`src/prlud_pkg.sv`:
```
package prlud_pkg;

  localparam int MAX_RAW      = 4096;
  localparam int UID_MAX_BITS = 224;
  localparam int MAX_SAMPLES  = 65536;
  localparam int SHORT_LEN    = 64;
  localparam int SHORT_SYNC   = 29;
  localparam int LONG_SYNC    = 30;

  localparam logic [1:0] PH_RISE = 2'd0;
  localparam logic [1:0] PH_FALL = 2'd1;
  localparam logic [1:0] PH_NONE = 2'd2;

  localparam logic [1:0] ST_UID_FOUND = 2'd0;
  localparam logic [1:0] ST_NO_RAW    = 2'd1;
  localparam logic [1:0] ST_NO_SYNC   = 2'd2;
  localparam logic [1:0] ST_PARTIAL   = 2'd3;

  localparam logic KIND_SUMMARY = 1'b0;
  localparam logic KIND_WORD    = 1'b1;

  typedef struct packed {
    logic        has_run;
    logic        bit_val;
    logic [12:0] nbits;
    logic        is_end;
    logic [15:0] worst;
    logic [15:0] worst_at;
  } run_entry_t;

endpackage

```
`src/prlud_front.sv`:
```
module prlud_front
  import prlud_pkg::*;
(
  input  logic             clk,
  input  logic             rst_n,
  input  logic             in_valid,
  output logic             in_stall,
  input  logic signed [7:0] in_sample_first,
  input  logic signed [7:0] in_sample_second,
  input  logic             in_end_of_capture,
  input  logic             q_full,
  output logic             q_wr,
  output run_entry_t       q_entry
);

  localparam logic [15:0] POS_SAT = 16'(MAX_SAMPLES - 2);

  logic [1:0]  phase_r, phase_nxt;
  logic [15:0] cnt_r, cnt_nxt, cnt_inc;
  logic [15:0] pos_r, pos_nxt;
  logic [15:0] worst_r, worst_nxt, worst_at_r, worst_at_nxt;
  logic [16:0] nb17, full17, res17;
  logic        close, bit_v, accept;

  assign in_stall = q_full;
  assign accept   = in_valid && !q_full;

  always_comb begin
    cnt_inc = (cnt_r != 16'hFFFF) ? cnt_r + 16'd1 : cnt_r;
    nb17    = ({1'b0, cnt_inc} + 17'd7) >> 4;
    full17  = nb17 << 4;
    res17   = (full17 >= {1'b0, cnt_inc}) ? full17 - {1'b0, cnt_inc}
                                          : {1'b0, cnt_inc} - full17;
    close     = 1'b0;
    bit_v     = 1'b0;
    phase_nxt = phase_r;
    cnt_nxt   = cnt_inc;
    if (in_sample_first > in_sample_second && phase_r != PH_FALL) begin
      close     = (phase_r == PH_RISE);
      bit_v     = 1'b0;
      phase_nxt = PH_FALL;
      cnt_nxt   = '0;
    end else if (in_sample_first < in_sample_second && phase_r != PH_RISE) begin
      close     = (phase_r == PH_FALL);
      bit_v     = 1'b1;
      phase_nxt = PH_RISE;
      cnt_nxt   = '0;
    end
    worst_nxt    = worst_r;
    worst_at_nxt = worst_at_r;
    if (close && res17[15:0] > worst_r) begin
      worst_nxt    = res17[15:0];
      worst_at_nxt = pos_r;
    end
    pos_nxt = (pos_r < POS_SAT) ? pos_r + 16'd2 : pos_r;

    q_entry.has_run  = close;
    q_entry.bit_val  = bit_v;
    q_entry.nbits    = nb17[12:0];
    q_entry.is_end   = in_end_of_capture;
    q_entry.worst    = worst_nxt;
    q_entry.worst_at = worst_at_nxt;
    q_wr = accept && (close || in_end_of_capture);
  end

  always_ff @(posedge clk) begin
    if (!rst_n || (accept && in_end_of_capture)) begin
      phase_r    <= PH_NONE;
      cnt_r      <= '0;
      pos_r      <= '0;
      worst_r    <= '0;
      worst_at_r <= '0;
    end else if (accept) begin
      phase_r    <= phase_nxt;
      cnt_r      <= cnt_nxt;
      pos_r      <= pos_nxt;
      worst_r    <= worst_nxt;
      worst_at_r <= worst_at_nxt;
    end
  end

endmodule

```
`src/prlud_queue.sv`:
```
module prlud_queue
  import prlud_pkg::*;
#(
  parameter int DEPTH = 4
) (
  input  logic       clk,
  input  logic       rst_n,
  input  logic       wr,
  input  run_entry_t wr_data,
  output logic       full,
  input  logic       rd,
  output logic       valid,
  output run_entry_t rd_data
);

  localparam int AW = (DEPTH > 1) ? $clog2(DEPTH) : 1;

  run_entry_t      mem [DEPTH];
  logic [AW-1:0]   wp_r, rp_r;
  logic [AW:0]     cnt_r;

  assign full    = (cnt_r == (AW+1)'(DEPTH));
  assign valid   = (cnt_r != '0);
  assign rd_data = mem[rp_r];

  always_ff @(posedge clk) begin
    if (wr && !full) begin
      mem[wp_r] <= wr_data;
    end
  end

  always_ff @(posedge clk) begin
    if (!rst_n) begin
      wp_r  <= '0;
      rp_r  <= '0;
      cnt_r <= '0;
    end else begin
      if (wr && !full) begin
        wp_r <= (wp_r == AW'(DEPTH - 1)) ? '0 : wp_r + AW'(1);
      end
      if (rd && valid) begin
        rp_r <= (rp_r == AW'(DEPTH - 1)) ? '0 : rp_r + AW'(1);
      end
      cnt_r <= cnt_r + (AW+1)'(wr && !full) - (AW+1)'(rd && valid);
    end
  end

endmodule

```
`src/prlud_back.sv`:
```
module prlud_back
  import prlud_pkg::*;
(
  input  logic        clk,
  input  logic        rst_n,
  input  logic        uid_long,
  input  logic        q_valid,
  input  run_entry_t  q_entry,
  output logic        q_rd,
  output logic        out_valid,
  input  logic        out_stall,
  output logic        out_item_kind,
  output logic [1:0]  out_status,
  output logic [12:0] out_raw_bit_count,
  output logic        out_overflowed,
  output logic [15:0] out_worst_metric,
  output logic [15:0] out_worst_position,
  output logic [11:0] out_sync_start,
  output logic [12:0] out_occurrences,
  output logic [1:0]  out_word_index,
  output logic [63:0] out_uid_word,
  output logic        out_last_result
);

  localparam logic [1:0] S_IDLE = 2'd0;
  localparam logic [1:0] S_BITS = 2'd1;
  localparam logic [1:0] S_EMIT = 2'd2;

  logic [1:0]   state_r, state_nxt;
  logic [12:0]  rem_r, rem_nxt;
  logic         v_r, v_nxt, end_r, end_nxt;
  logic [15:0]  fw_r, fw_nxt, fwa_r, fwa_nxt;
  logic [12:0]  raw_r, raw_nxt;
  logic         ovf_r, ovf_nxt;
  logic         rv_r, rv_nxt;
  logic [4:0]   rl_r, rl_nxt;
  logic [11:0]  rb_r, rb_nxt;
  logic         sync_r, sync_nxt, inv_r, inv_nxt;
  logic [255:0] head_r, head_nxt, uid_r, uid_nxt;
  logic [7:0]   chunk_r, chunk_nxt, ce, c1;
  logic [12:0]  rep_r, rep_nxt;
  logic         match_r, match_nxt;
  logic [2:0]   item_r, item_nxt;
  logic         clear, load, b;
  logic [7:0]   len8;
  logic [4:0]   sync_len;
  logic [1:0]   st;
  logic [2:0]   nwords;
  logic [1:0]   w;
  logic [255:0] src;
  logic [63:0]  word;

  logic        ov_r, ok_r, olast_r;
  logic [1:0]  ost_r, owi_r;
  logic [12:0] oraw_r, oocc_r;
  logic        oovf_r;
  logic [15:0] ofw_r, ofwa_r;
  logic [11:0] oss_r;
  logic [63:0] ouid_r;

  assign len8     = uid_long ? 8'(UID_MAX_BITS) : 8'(SHORT_LEN);
  assign sync_len = uid_long ? 5'(LONG_SYNC) : 5'(SHORT_SYNC);
  assign q_rd     = (state_r == S_IDLE) && q_valid;
  assign load     = (state_r == S_EMIT) && (!ov_r || !out_stall);

  always_comb begin
    if (raw_r == '0) begin
      st = ST_NO_RAW;
    end else if (raw_r < {5'd0, len8}) begin
      st = ST_PARTIAL;
    end else if (sync_r && rep_r != '0) begin
      st = ST_UID_FOUND;
    end else begin
      st = ST_NO_SYNC;
    end
    nwords = (st == ST_UID_FOUND || st == ST_PARTIAL) ? (uid_long ? 3'd4 : 3'd1) : 3'd0;
    w      = 2'(item_r - 3'd1);
    src    = (st == ST_PARTIAL) ? head_r : uid_r;
    word   = 64'(src >> {~w, 6'd0});
    if (item_r == nwords && uid_long) begin
      word = word >> 32;
    end
    clear = load && (item_r == nwords);
  end

  always_comb begin
    state_nxt = state_r;
    rem_nxt   = rem_r;
    v_nxt     = v_r;
    end_nxt   = end_r;
    fw_nxt    = fw_r;
    fwa_nxt   = fwa_r;
    raw_nxt   = raw_r;
    ovf_nxt   = ovf_r;
    rv_nxt    = rv_r;
    rl_nxt    = rl_r;
    rb_nxt    = rb_r;
    sync_nxt  = sync_r;
    inv_nxt   = inv_r;
    head_nxt  = head_r;
    uid_nxt   = uid_r;
    chunk_nxt = chunk_r;
    rep_nxt   = rep_r;
    match_nxt = match_r;
    item_nxt  = item_r;
    b         = v_r ^ inv_r;
    ce        = (chunk_r >= len8) ? 8'd0 : chunk_r;
    c1        = '0;
    case (state_r)
      S_IDLE: begin
        if (q_valid) begin
          rem_nxt = q_entry.has_run ? q_entry.nbits : 13'd0;
          v_nxt   = q_entry.bit_val;
          end_nxt = q_entry.is_end;
          fw_nxt  = q_entry.worst;
          fwa_nxt = q_entry.worst_at;
          if (q_entry.has_run && q_entry.nbits != '0) begin
            state_nxt = S_BITS;
          end else if (q_entry.is_end) begin
            state_nxt = S_EMIT;
          end
        end
      end
      S_BITS: begin
        rem_nxt = rem_r - 13'd1;
        if (rem_r == 13'd1) begin
          state_nxt = end_r ? S_EMIT : S_IDLE;
        end
        if (raw_r >= 13'(MAX_RAW)) begin
          ovf_nxt = 1'b1;
        end else begin
          raw_nxt = raw_r + 13'd1;
          if (raw_r < 13'(UID_MAX_BITS)) begin
            head_nxt[~raw_r[7:0]] = v_r;
          end
          if (!sync_r) begin
            if (rl_r == '0 || v_r != rv_r) begin
              rv_nxt = v_r;
              rl_nxt = 5'd1;
              rb_nxt = raw_r[11:0];
            end else if (rl_r != 5'd31) begin
              rl_nxt = rl_r + 5'd1;
            end
            if (rl_nxt >= sync_len) begin
              sync_nxt  = 1'b1;
              inv_nxt   = rv_nxt;
              chunk_nxt = {3'd0, rl_nxt};
            end
          end else if (rep_r == '0) begin
            uid_nxt[~chunk_r] = b;
            c1 = chunk_r + 8'd1;
            if (c1 >= len8) begin
              rep_nxt   = 13'd1;
              chunk_nxt = '0;
            end else begin
              chunk_nxt = c1;
            end
          end else if (match_r) begin
            chunk_nxt = ce;
            if (uid_r[~ce] != b) begin
              match_nxt = 1'b0;
            end else begin
              c1 = ce + 8'd1;
              if (c1 >= len8) begin
                if (rep_r != 13'h1FFF) begin
                  rep_nxt = rep_r + 13'd1;
                end
                chunk_nxt = '0;
              end else begin
                chunk_nxt = c1;
              end
            end
          end
        end
      end
      S_EMIT: begin
        if (load) begin
          item_nxt = item_r + 3'd1;
          if (clear) begin
            state_nxt = S_IDLE;
            item_nxt  = '0;
          end
        end
      end
      default: begin
        state_nxt = S_IDLE;
      end
    endcase
  end

  always_ff @(posedge clk) begin
    if (!rst_n || clear) begin
      state_r <= S_IDLE;
      raw_r   <= '0;
      ovf_r   <= 1'b0;
      rv_r    <= 1'b0;
      rl_r    <= '0;
      rb_r    <= '0;
      sync_r  <= 1'b0;
      inv_r   <= 1'b0;
      head_r  <= '0;
      uid_r   <= '0;
      chunk_r <= '0;
      rep_r   <= '0;
      match_r <= 1'b1;
      item_r  <= '0;
      end_r   <= 1'b0;
      rem_r   <= '0;
    end else begin
      state_r <= state_nxt;
      raw_r   <= raw_nxt;
      ovf_r   <= ovf_nxt;
      rv_r    <= rv_nxt;
      rl_r    <= rl_nxt;
      rb_r    <= rb_nxt;
      sync_r  <= sync_nxt;
      inv_r   <= inv_nxt;
      head_r  <= head_nxt;
      uid_r   <= uid_nxt;
      chunk_r <= chunk_nxt;
      rep_r   <= rep_nxt;
      match_r <= match_nxt;
      item_r  <= item_nxt;
      end_r   <= end_nxt;
      rem_r   <= rem_nxt;
    end
  end

  always_ff @(posedge clk) begin
    v_r   <= v_nxt;
    fw_r  <= fw_nxt;
    fwa_r <= fwa_nxt;
  end

  always_ff @(posedge clk) begin
    if (!rst_n) begin
      ov_r <= 1'b0;
    end else if (load) begin
      ov_r <= 1'b1;
    end else if (!out_stall) begin
      ov_r <= 1'b0;
    end
  end

  always_ff @(posedge clk) begin
    if (load) begin
      if (item_r == '0) begin
        ok_r    <= KIND_SUMMARY;
        ost_r   <= st;
        oraw_r  <= raw_r;
        oovf_r  <= ovf_r;
        ofw_r   <= fw_r;
        ofwa_r  <= fwa_r;
        oss_r   <= (st == ST_UID_FOUND) ? rb_r : 12'd0;
        oocc_r  <= (st == ST_UID_FOUND) ? rep_r : 13'd0;
        owi_r   <= '0;
        ouid_r  <= '0;
      end else begin
        ok_r    <= KIND_WORD;
        ost_r   <= ST_UID_FOUND;
        oraw_r  <= '0;
        oovf_r  <= 1'b0;
        ofw_r   <= '0;
        ofwa_r  <= '0;
        oss_r   <= '0;
        oocc_r  <= '0;
        owi_r   <= w;
        ouid_r  <= word;
      end
      olast_r <= (item_r == nwords);
    end
  end

  assign out_valid          = ov_r;
  assign out_item_kind      = ok_r;
  assign out_status         = ost_r;
  assign out_raw_bit_count  = oraw_r;
  assign out_overflowed     = oovf_r;
  assign out_worst_metric   = ofw_r;
  assign out_worst_position = ofwa_r;
  assign out_sync_start     = oss_r;
  assign out_occurrences    = oocc_r;
  assign out_word_index     = owi_r;
  assign out_uid_word       = ouid_r;
  assign out_last_result    = olast_r;

endmodule

```
`src/psk_run_length_uid_demodulator_unit.sv`:
```
// PSK run-length demodulator with UID capture. Each input word is a sample pair;
// the front stage takes one pair per cycle while the queue is not full and posts
// each closed run and the end marker to a small queue. The back stage picks up a
// queued entry and then expands a run into raw bits at one bit per cycle (about 16
// pairs per bit); the queue absorbs bursts and the input stalls only when it fills.
// After the end-of-capture pair, the back stage drains its bits and then emits one
// summary word, followed by one or four UID words when a full or partial UID is
// reported, one per cycle as the output accepts them. uid_long must be written only
// while the block is idle; the block itself does not enforce this.
module psk_run_length_uid_demodulator_unit
  import prlud_pkg::*;
#(
  parameter int QUEUE_DEPTH = 4
) (
  input  logic             clk,
  input  logic             rst_n,
  input  logic             cfg_we,
  input  logic             cfg_wdata,
  input  logic             in_valid,
  output logic             in_stall,
  input  logic signed [7:0] in_sample_first,
  input  logic signed [7:0] in_sample_second,
  input  logic             in_end_of_capture,
  output logic             out_valid,
  input  logic             out_stall,
  output logic             out_item_kind,
  output logic [1:0]       out_status,
  output logic [12:0]      out_raw_bit_count,
  output logic             out_overflowed,
  output logic [15:0]      out_worst_metric,
  output logic [15:0]      out_worst_position,
  output logic [11:0]      out_sync_start,
  output logic [12:0]      out_occurrences,
  output logic [1:0]       out_word_index,
  output logic [63:0]      out_uid_word,
  output logic             out_last_result
);

  logic       uid_long_r;
  logic       q_full, q_wr, q_rd, q_valid;
  run_entry_t q_wdata, q_rdata;

  always_ff @(posedge clk) begin
    if (!rst_n) begin
      uid_long_r <= 1'b0;
    end else if (cfg_we) begin
      uid_long_r <= cfg_wdata;
    end
  end

  prlud_front u_front (
    .clk               (clk),
    .rst_n             (rst_n),
    .in_valid          (in_valid),
    .in_stall          (in_stall),
    .in_sample_first   (in_sample_first),
    .in_sample_second  (in_sample_second),
    .in_end_of_capture (in_end_of_capture),
    .q_full            (q_full),
    .q_wr              (q_wr),
    .q_entry           (q_wdata)
  );

  prlud_queue #(.DEPTH(QUEUE_DEPTH)) u_queue (
    .clk     (clk),
    .rst_n   (rst_n),
    .wr      (q_wr),
    .wr_data (q_wdata),
    .full    (q_full),
    .rd      (q_rd),
    .valid   (q_valid),
    .rd_data (q_rdata)
  );

  prlud_back u_back (
    .clk                (clk),
    .rst_n              (rst_n),
    .uid_long           (uid_long_r),
    .q_valid            (q_valid),
    .q_entry            (q_rdata),
    .q_rd               (q_rd),
    .out_valid          (out_valid),
    .out_stall          (out_stall),
    .out_item_kind      (out_item_kind),
    .out_status         (out_status),
    .out_raw_bit_count  (out_raw_bit_count),
    .out_overflowed     (out_overflowed),
    .out_worst_metric   (out_worst_metric),
    .out_worst_position (out_worst_position),
    .out_sync_start     (out_sync_start),
    .out_occurrences    (out_occurrences),
    .out_word_index     (out_word_index),
    .out_uid_word       (out_uid_word),
    .out_last_result    (out_last_result)
  );

endmodule

```
`config.mk`:
```
export PLATFORM = sky130hd
export DESIGN_NAME = psk_run_length_uid_demodulator_unit
export DESIGN_NICKNAME = d
export VERILOG_FILES = /design/src/prlud_pkg.sv /design/src/prlud_front.sv /design/src/prlud_queue.sv /design/src/prlud_back.sv /design/src/psk_run_length_uid_demodulator_unit.sv
export SDC_FILE = /design/constraint.sdc
export NUM_CORES = 2
export LEC_CHECK = 0
export CORE_ASPECT_RATIO = 1.1
export CORE_MARGIN = 2
export CORE_UTILIZATION = 25
export CTS_CLUSTER_DIAMETER = 120
export DETAILED_ROUTE_END_ITERATION = 10
export DONT_BUFFER_PORTS = 1
export SKIP_LAST_GASP = 1
export SLEW_MARGIN = 20
export SYNTH_ARGS = -nofsm -noshare
export SYNTH_HDL_FRONTEND = slang
export SYNTH_SLANG_ARGS = --single-unit
```
`constraint.sdc`:
```
create_clock -name clk -period 8.32 [get_ports clk]
set_input_delay 0.832 -clock clk [delete_from_list [all_inputs] [get_ports clk]]
set_output_delay 0.832 -clock clk [all_outputs]
set_load 0.02 [all_outputs]
```
==> results.json <==
{
  "grtUsageMet1": 0.2368,
  "period_share": 0.9259,
  "syn-cell-area_um2": 49180,
  "async_flop_share": 0,
  "yosys-top-cells-area": "dfxtp_1, edfxtp_1, mux4_2",
  "grt_usage": 0.1853,
  "yosysSeqAreaShare": 0.4933,
  "fin_ws_ns": 0.6168,
  "cts_tree": "yes",
  "antenna_found_initial": 10,
  "grt_util_met2": 0.2750,
  "cts-root-buf": "clkbuf_16",
  "placedInstanceArea_um2": 52140,
  "rows": 170,
  "drive_gt1_frac": 0.1388,
  "multi_input_area_um2": 23280,
  "critPathRequiredTime_ns": 8.94,
  "overflow": 0,
  "yosys_warnings": 0,
  "insertion_delay_ns": 0.80,
  "synth_edf_count": 366,
  "cts.clk_slew.worst_paths_ns": 0.07,
  "setup.worst_path.end_class": "flip-flop",
  "wire_per_inst_um": 26.06,
  "ys_ff_latch": 1029,
  "die_h_um": 469.2,
  "synth_cells": 4913,
  "cts_max_level": 3,
  "area_growth_pct": 14.61,
  "drtIter0Drc": 6400,
  "powerDensity_nw_per_um2": 252.3,
  "setup.worst_path.class": "flip-flop to flip-flop",
  "cts.sinks": 1029,
  "dp_hpwl_mm": 124.5,
  "finalSetupViolCount": 0,
  "die_w_um": 426.9,
  "slew_headroom": 0.1116,
  "final_hold_viol_count": 0,
  "grt_setup_unrepaired": "no",
  "arrival_ns": 8.32,
  "final_nets": 4831,
  "busiest_layer": "met2",
  "status": "finished clean",
  "fmax_mhz": 129.8,
  "syn_nets": 5019,
  "place_congestion": 0.9906,
  "yosysTopAreaCell": "dfxtp_1",
  "finalMaxSlewViolations": 0,
  "dr.pass1.iters": 7,
  "peakVddDrop_mv": 0.1807,
  "met3_usage": 0.05949,
  "critPathSlowestCell": "or4_4",
  "period_minus_slack_ns": 7.703,
  "synth.most_common_cell": "dfxtp_1",
  "regArea_um2": 24270,
  "cts_buffers": 115,
  "core_area_um2": 195300,
  "drv_cap": 0,
  "critical_path.most_common_cell": "nand2_1",
  "die_area_um2": 200300,
  "holdWs_ns": 0.1586,
  "fin_util": 0.2887,
  "grt_max_degree": 240,
  "viasPerCell": 5.640,
  "crit_fanout": 22,
  "ys_types": 109,
  "hold_class": "primary input to flip-flop",
  "synth_ff_type": "dfxtp_1",
  "via_count": 41760,
  "wl_mm": 192.9,
  "cpPeakStageDelay_ns": 0.58,
  "yosysTopAreaCellShare": 0.2699,
  "skew_ns": 0.09255,
  "dp_slack_ns": 0.02749,
  "critPathLaunchType": "flip-flop",
  "start_util": 0.2519,
  "yosys-top-cells-count": "dfxtp_1, a21oi_1, o21ai_0, nand3_1, clkbuf_1",
  "syn_area_per_cell_um2": 10.01,
  "clockBufferDepth": 3,
  "grt_pass1_vias": 39320,
  "nFillCells": 20210,
  "pin_count": 166,
  "power_leakage_nw": 17.81,
  "fin_area_um2": 56360,
  "drc": 0,
  "io_buffers": 0,
  "grt_pass1_wl_mm": 276.2,
  "ant_nets": 0,
  "worst_pin_slew_ns": 1.333,
  "final.setup.tns_ns": 0
}
-- through the flow --
stage                     total power [mW]  instances
after CTS                            14.27       7392
after global placement               8.894       7176
after global routing                 14.72       7401
after detailed placement             8.904       7176
after floorplan                      7.992       4913
final                                14.22       7404
-- worst max-delay path, delay by kind of cell (launching register included) --
family | cells | cell delay (ns)
AOI/OAI and AO/OA | 12 | 2.33
buffers and inverters | 5 | 0.87
xor gates and xnor gates | 2 | 0.45
and+or+nand+nor | 10 | 1.66
DFF | 1 | 0.43
adders and majority gates | 4 | 1.14
muxes | 2 | 0.64
-- power by group --
group	internal (mW)	switching [mW]
Sequential	5.71	0.380
Combinational	0.798	1.97
Clock	3.13	2.23
-- sequential cells by signal, summed over array words and instances, names as in the netlist, 15 cells and up, named ones only --
name	cells
u_back.uid_r	256
u_back.fwa_r	16
u_front.worst_r	16
u_back.fw_r	16
u_back.out_worst_metric	16
u_back.out_uid_word	64
u_front.worst_at_r	16
u_back.head_r	256
u_back.out_worst_position	16
u_queue.mem	192
u_front.cnt_r	16
u_front.pos_r	15
-- cell families after synthesis --
group                    after synthesis  synth area share
XOR/XNOR                              78           0.01498
buffers and inverters                549           0.04249
AND/OR/NAND/NOR                     1397            0.1399
flip-flops                          1029            0.4933
adder cells (fa/ha/maj)               83           0.02127
AO/OA/AOI/OAI                       1485            0.1826
multiplexers                         292            0.1055
-- cell type report --
cell class | count | area share
tap | 2580 | 0.05727
clock inverter | 52 | 0.01150
inverter | 90 | 0.006171
multi-input combinational | 3335 | 0.4130
clock buffer | 161 | 0.05832
antenna | 3 | 0.0001332
sequential | 1029 | 0.4307
timing repair buffer | 154 | 0.02295
-- cell usage in the layout, fill, tap and decap left out, types with 20 or more instances in the layout --
| master | count |
|---|---|
| dfxtp_1 | 658 |
| a21oi_1 | 603 |
| o21ai_0 | 412 |
| nand3_1 | 407 |
| edfxtp_1 | 366 |
| nand2_1 | 298 |
| nor2_1 | 225 |
| mux4_2 | 178 |
| a311oi_1 | 151 |
| buf_4 | 143 |
| clkbuf_16 | 117 |
| a211oi_1 | 100 |
| and2_1 | 98 |
| mux2i_1 | 86 |
| inv_1 | 80 |
| ha_1 | 79 |
| and3_1 | 73 |
| nor2b_1 | 60 |
| nor3_1 | 42 |
| xnor2_1 | 37 |
| nand4_1 | 31 |
| xor2_1 | 31 |
| a31oi_1 | 28 |
| mux2_2 | 26 |
| nand2b_1 | 24 |
| clkbuf_1 | 24 |
| a221oi_1 | 21 |
| clkinv_2 | 21 |
| nor4_1 | 20 |
-- worst paths after layout --
check	start	to	slack, ns	cells past startpoint
hold reg to reg	u_front.worst_at_r[10]	u_front.worst_at_r[10]	0.45	2
setup / recovery	u_front.cnt_r[1]	u_front.worst_at_r[4]	0.62	35
setup reg to reg	u_front.cnt_r[1]	u_front.worst_at_r[4]	0.62	35
hold / removal	in_end_of_capture	u_queue.mem[0][32]	0.16	0
-- what timing repair did --
item,in CTS,in global routing
gates resized for setup,0,12
hold buffers,0,0
pin swaps,1,1
setup endpoints to repair,21,160
setup buffers,3,3
-- layer usage --
metal	vias to the layer above	part of all wire	routed length, um
li1	18050	-	-
met1	20350	0.38	73310
met2	2808	0.43	82290
met3	553	0.13	25080
met4	8	0.062	12040
met5	-	0.00096	185
Power figures use the tool's default switching activity.
